### src/rtl/core/sine_tone_generator_defines.svh
// assertion helpers for the sine tone generator
// all checks are clocked on clk_i and held off while rst_ni is low
`ifndef SINE_TONE_GENERATOR_DEFINES_SVH
`define SINE_TONE_GENERATOR_DEFINES_SVH

`ifndef ASSERT_OFF

`define STG_ASSERT(label, prop, msg) \
  label: assert property (@(posedge clk_i) disable iff (!rst_ni) (prop)) else $error(msg);

`define STG_ASSERT_IMPL(label, ante, cons, msg) \
  `STG_ASSERT(label, (ante) |-> (cons), msg)

`define STG_ASSERT_NEXT(label, ante, cons, msg) \
  `STG_ASSERT(label, (ante) |=> (cons), msg)

`else

`define STG_ASSERT(label, prop, msg)
`define STG_ASSERT_IMPL(label, ante, cons, msg)
`define STG_ASSERT_NEXT(label, ante, cons, msg)

`endif

`endif

### src/rtl/core/stg_ram.sv
`default_nettype none

module stg_ram #(
  parameter int WIDTH = 16,
  parameter int DEPTH = 256
) (
  input  wire logic                     clk_i,
  input  wire logic                     we_i,
  input  wire logic [$clog2(DEPTH)-1:0] waddr_i,
  input  wire logic [WIDTH-1:0]         wdata_i,
  input  wire logic                     re_i,
  input  wire logic [$clog2(DEPTH)-1:0] raddr_i,
  output logic      [WIDTH-1:0]         rdata_o
);

  logic [WIDTH-1:0] mem_q [DEPTH];
  logic [WIDTH-1:0] rdata_q;

  always_ff @(posedge clk_i) begin
    if (we_i) begin
      mem_q[waddr_i] <= wdata_i;
    end
    if (re_i) begin
      rdata_q <= mem_q[raddr_i];
    end
  end

  assign rdata_o = rdata_q;

endmodule

`default_nettype wire

### config.mk
export PLATFORM = sky130hd
export DESIGN_NAME = stg_ram
export DESIGN_NICKNAME = d
export VERILOG_FILES = /design/src/rtl/core/sine_tone_generator_defines.svh /design/src/rtl/core/stg_ram.sv
export SDC_FILE = /design/constraint.sdc
export NUM_CORES = 2
export LEC_CHECK = 0
export BUFFER_PORTS_ARGS = -buffer_cell sky130_fd_sc_hd__buf_2
export CAP_MARGIN = 5
export CORE_MARGIN = 2
export CORE_UTILIZATION = 35
export CTS_BUF_LIST = sky130_fd_sc_hd__clkbuf_4 sky130_fd_sc_hd__clkbuf_8
export DETAILED_ROUTE_END_ITERATION = 10
export SLEW_MARGIN = 30
export SYNTH_ARGS = -nofsm -noshare
export SYNTH_HDL_FRONTEND = slang
export SYNTH_SLANG_ARGS = --single-unit
export TNS_END_PERCENT = 30
### constraint.sdc
create_clock -name clk_i -period 3.6 [get_ports clk_i]
set_clock_uncertainty 0.05 [all_clocks]
set_input_delay 0.18 -clock clk_i [delete_from_list [all_inputs] [get_ports clk_i]]
set_output_delay 0.18 -clock clk_i [all_outputs]
set_load 0.02 [all_outputs]
* Yosys cells after proc, flatten, opt, wreduce, memory -nomap -nowiden
Memories as Yosys holds them, arrays and structs flattened. A register that Yosys moved wholly into a read port is not among the register bits.
Index checks and enable logic that the tools add are counted.
** Word-level totals
- Register bits after elaboration :: 0
- Bits in latches :: 0
- RAM bits :: 4096
- ROM bits :: 0
- Input bits :: 35
- Output and inout port bits :: 16
- Word-level logic and storage cells :: 3
- Memories :: 1
** Operators by class
- $add $sub $neg :: 0
- $mul :: 0
- Divide/modulo/power cells :: 0
- $lt $le $gt $ge :: 0
- Equality and inequality tests :: 0
- Shift-type cells :: 0
- Mux-type cells :: 2
- Bitwise operators :: 0
- Reduce and logical (&&, ||, !) cells :: 0
** Memory list
- mem_q :: words 256, width 16, rd ports 1, clocked after memory_dff 1, write ports 1, line stg_ram.sv:16 : logic [WIDTH-1:0] mem_q [DEPTH];
** Operator list (number)
- 2-to-1 mux 1 bit :: 2

* Depth between registers and ports, before layout
- Word-level depth :: 2
- Depth in mapped cells :: 12
- Gate-level depth less buffers :: 6

* Worst setup path before layout
OpenSTA, ideal clock, no wires.
- Path type :: input to register
- Start :: in raddr_i[0]
- End :: reg rdata_q[4], in the netlist rdata_o[4] (read register of mem_q) (data pin)
- Setup time :: 0.265 ns
- Arrival time :: 2.164 ns
- Required time :: 3.285 ns
- Setup slack :: 1.121 ns
- Stages on the path :: 8
- Buffers on the path :: 3
- Path through :: buf_6 > buf_6 > buf_2 > mux4_2 > mux4_2 > a22o_1 > o32ai_2 > nor4_2
** RTL lines
- start, declared :: line stg_ram.sv:12 : input wire logic [$clog2(DEPTH)-1:0] raddr_i,
- end, declared :: line stg_ram.sv:17 : logic [WIDTH-1:0] rdata_q;

==> metrics.txt <==
share of cells above drive strength 1 30.40%; DIE HEIGHT 677.7 um; Max Slew Vio Count 0; Fill cells 39,730; Port Buf Inserts 50; Routed Antenna Nets 0; minimum clock period 3.397 ns; Synth Register Bits 4,112; pwr dens 520.2 nW/um2; Reg2Reg Depth 8; Crit. End Element flip-flop; capturing point of the worst reg2reg path rdata_o[7]; Least-Margin Pin Slew 1.151 ns; maximum vdd ir drop 0.3541 mV; compound-gate portion of the synthesized area 3.534%; CTS root buf clkbuf_8; Placement Rows 247; Detailed Routing Iterations Pass 1 5; hold violation count in the final report 0; Total GRT Usage 18.18%; GP Congestion 0.8790; Finished Layout Cells 14,830; CTS tree built; CTS buffer count 632; number of global-route vias before repair 81,280; design area 183,700 um2; clk_lat worst skew 1.23 ns; area post-placement 170,900 um2; Startpoint Class flip-flop; max incr delay on CP 0.65 ns; outcome finished, final reports clean; Final setup viols 0; Inst Count DP 13,630; fin crit share 94.36%; post-synthesis sequential area ratio 77.72%; critical path, cell by cell mux4_2 > mux2_2 > a221oi_1 > o31ai_1 > buf_4 > o32ai_1 > buf_12 > nor4_1; f_max 294.4 MHz; end of the critical path rdata_o[7]; largest cells by area after synthesis edfxtp_1, mux4_2, mux2i_1, o221ai_1, nor2_1; largest net degree at the start of global routing 139; Cell variety after synth 51; area share of fa/ha/maj cells after synthesis 0%; largest family of logic cells by synthesized area multiplexers; total number of vias 80,750; Tot Pwr 95,570 uW; Die Footprint 459,300 um2; Iteration-0 DRC Markers 9,685; CTS sink cnt 4,112; H-tree levels 6; CP Class reg -> reg; Starting Density 35.11%; hold slack final 0.03849 ns; global-route wire length before repair 605,600 um; Post-Syn Area 158,900 um2; DRT Wirelength 429,200 um; Clock Pin Slew Worst Setup and Hold Paths 0.06 ns; Post-Place Setup Slack -0.2108 ns; Vias/cell 5.447; EDFF count, synth 4,112; RSZ-0062 raised after global routing no; initial antenna violation count 34; Slew HR 22.42%; crit path from mem_q[131][7]; R2R setup slack 0.20 ns; CP max stage cell a221oi_1; Crit Path Max Fanout 1; Syn Inst Count 7,360; clk buf depth 4; NumNets Final 8,391; Yosys warnings 0; Die Width 677.7 um; Hold Path Class in -> reg; syn_nets 7,395; mux contribution to synthesized area 15.48%; io pins 51; Syn Area/Cell 21.59 um2; gr ovfl total 0; ys async rst share 0%; Layout area overhead 15.62%; core area 452,400 um2; post-synth top area cell edfxtp_1; xor/xnor cell area share of the yosys netlist 0%; WP data required 4.51 ns; HPWL Detailed 264,000 um; Post-Synth Simple-Gate Area 1.573%; ys flop type edfxtp_1; Setup WS post-layout 0.2031 ns; leakage 0.05852 uW; WP data arrival 4.30 ns; MaxCap Viol Count 0; Yosys top cell area share 77.72%; DRC 0; FF-to-FF Start mem_q[131][7]; WL per Instance 28.95 um
-- Yosys cell counts (all sizes together), types with 9 or more instances --
library cell,instances
a211oi,18
a21oi,175
a221oi,28
a22o,32
a22oi,43
and3,11
buf,222
clkbuf,230
edfxtp,4112
mux2,88
mux2i,565
mux4,797
nand2,38
nand3,35
nand4,26
nor2,304
nor2b,9
nor3,92
nor4,18
o21ai,38
o221ai,253
o22ai,148
o31ai,16
o32ai,21
-- logic make-up (layout without fill, tap and decap cells) --
logic type | Yosys count | count (layout)
muxes | 1450 | 1450
AOI/OAI and AO/OA | 786 | 786
other | 0 | 20
DFF | 4112 | 4112
buffers and inverters | 456 | 1926
and+or+nand+nor | 556 | 556
-- cell type report --
type / instances / area (um2) / share of cell area [%]
Antenna cell: 20 / 50.05 / 0.02724
Clock buffer: 840 / 10300 / 5.609
Clock inverter: 268 / 1672 / 0.9100
Inverter: 4 / 27.53 / 0.01498
Multi-Input combinational cell: 2792 / 32960 / 17.94
Sequential cell: 4112 / 123500 / 67.22
Tap cell: 5976 / 7477 / 4.070
Timing Repair Buffer: 814 / 7732 / 4.209
-- per-layer routing --
layer / routed length, um / GRT usage [%] / up-vias
met1: 168400 / 24.00 / 42940
met2: 207300 / 29.77 / 3608
met4: 18380 / 7.235 / 26
met5: 158 / 0 / -
li1: - / - / 33380
met3: 34850 / 3.438 / 793
-- what timing repair did --
action,CTS,global route
gates resized for setup,0,0
endpoints found under the hold margin,6363,86
hold buffers,59,4
setup endpoints to repair,0,0
setup buffers,0,0
-- where the power goes --
| part | internal, uW | switching (uW) |
|---|---|---|
| clock | 19300 | 18100 |
| combinational | 1950 | 3350 |
| sequential | 52800 | 102 |
| total | 74000 | 21500 |
-- how the worst min path moves through the flow --
stage	startpoint	to	depth (start not counted)
floorplan	wdata_i[0]	mem_q[0][0]	0
global placement	wdata_i[14]	mem_q[68][14]	1
detailed placement	wdata_i[14]	mem_q[68][14]	1
CTS	wdata_i[11]	mem_q[254][11]	3
global route	wdata_i[11]	mem_q[255][11]	3
finish	wdata_i[11]	mem_q[254][11]	3
-- cell usage in the layout (no fill, tap or decap), types with 9 or more instances in the layout --
master         instances
a22oi_1               43
buf_2                 33
o22ai_1              148
o31ai_1               16
a211oi_1              18
mux2_2                88
a21oi_1              175
o221ai_1             252
o32ai_1               19
diode_2               20
nor2_1               254
nor4_1                16
inv_6                 14
buf_12               106
a22o_1                32
mux4_2               797
a221oi_1              28
nand3_1               26
nor3_1                87
clkinv_2              55
clkbuf_8             640
clkbuf_4             201
inv_8                 21
nor2b_1                9
clkinvlp_4             9
nand2_1               37
nand4_1               26
clkinv_1             150
buf_8                 17
o21ai_0               35
buf_4                595
dlygate4sd3_1         56
mux2i_1              565
edfxtp_1            4112
and3_1                11
nand3_2                9
nor2_2                50
-- per-stage QoR --
step / utilization, % / TNS, ns
6_report: 40.60 / 0
5_1_grt: 40.60 / 0
4_1_cts: 40.56 / 0
3_5_place_dp: 37.77 / -0.7832
3_3_place_gp: 37.77 / -1.414
2_1_floorplan: - / 0
-- state kept, by name, indices dropped and copies added (netlist names) --
signal,count
rdata_o,16
mem_q,4096
-- worst max-delay path: cells and delay by family (launching register included) --
| family | cells | cell delay (ns) |
|---|---|---|
| AO/OA/AOI/OAI | 3 | 1.45 |
| buffers and inverters | 2 | 0.45 |
| flip-flops | 1 | 0.36 |
| multiplexers | 2 | 0.77 |
| AND/OR/NAND/NOR | 1 | 0.05 |
Note: power is estimated with default switching activity, not from simulation.
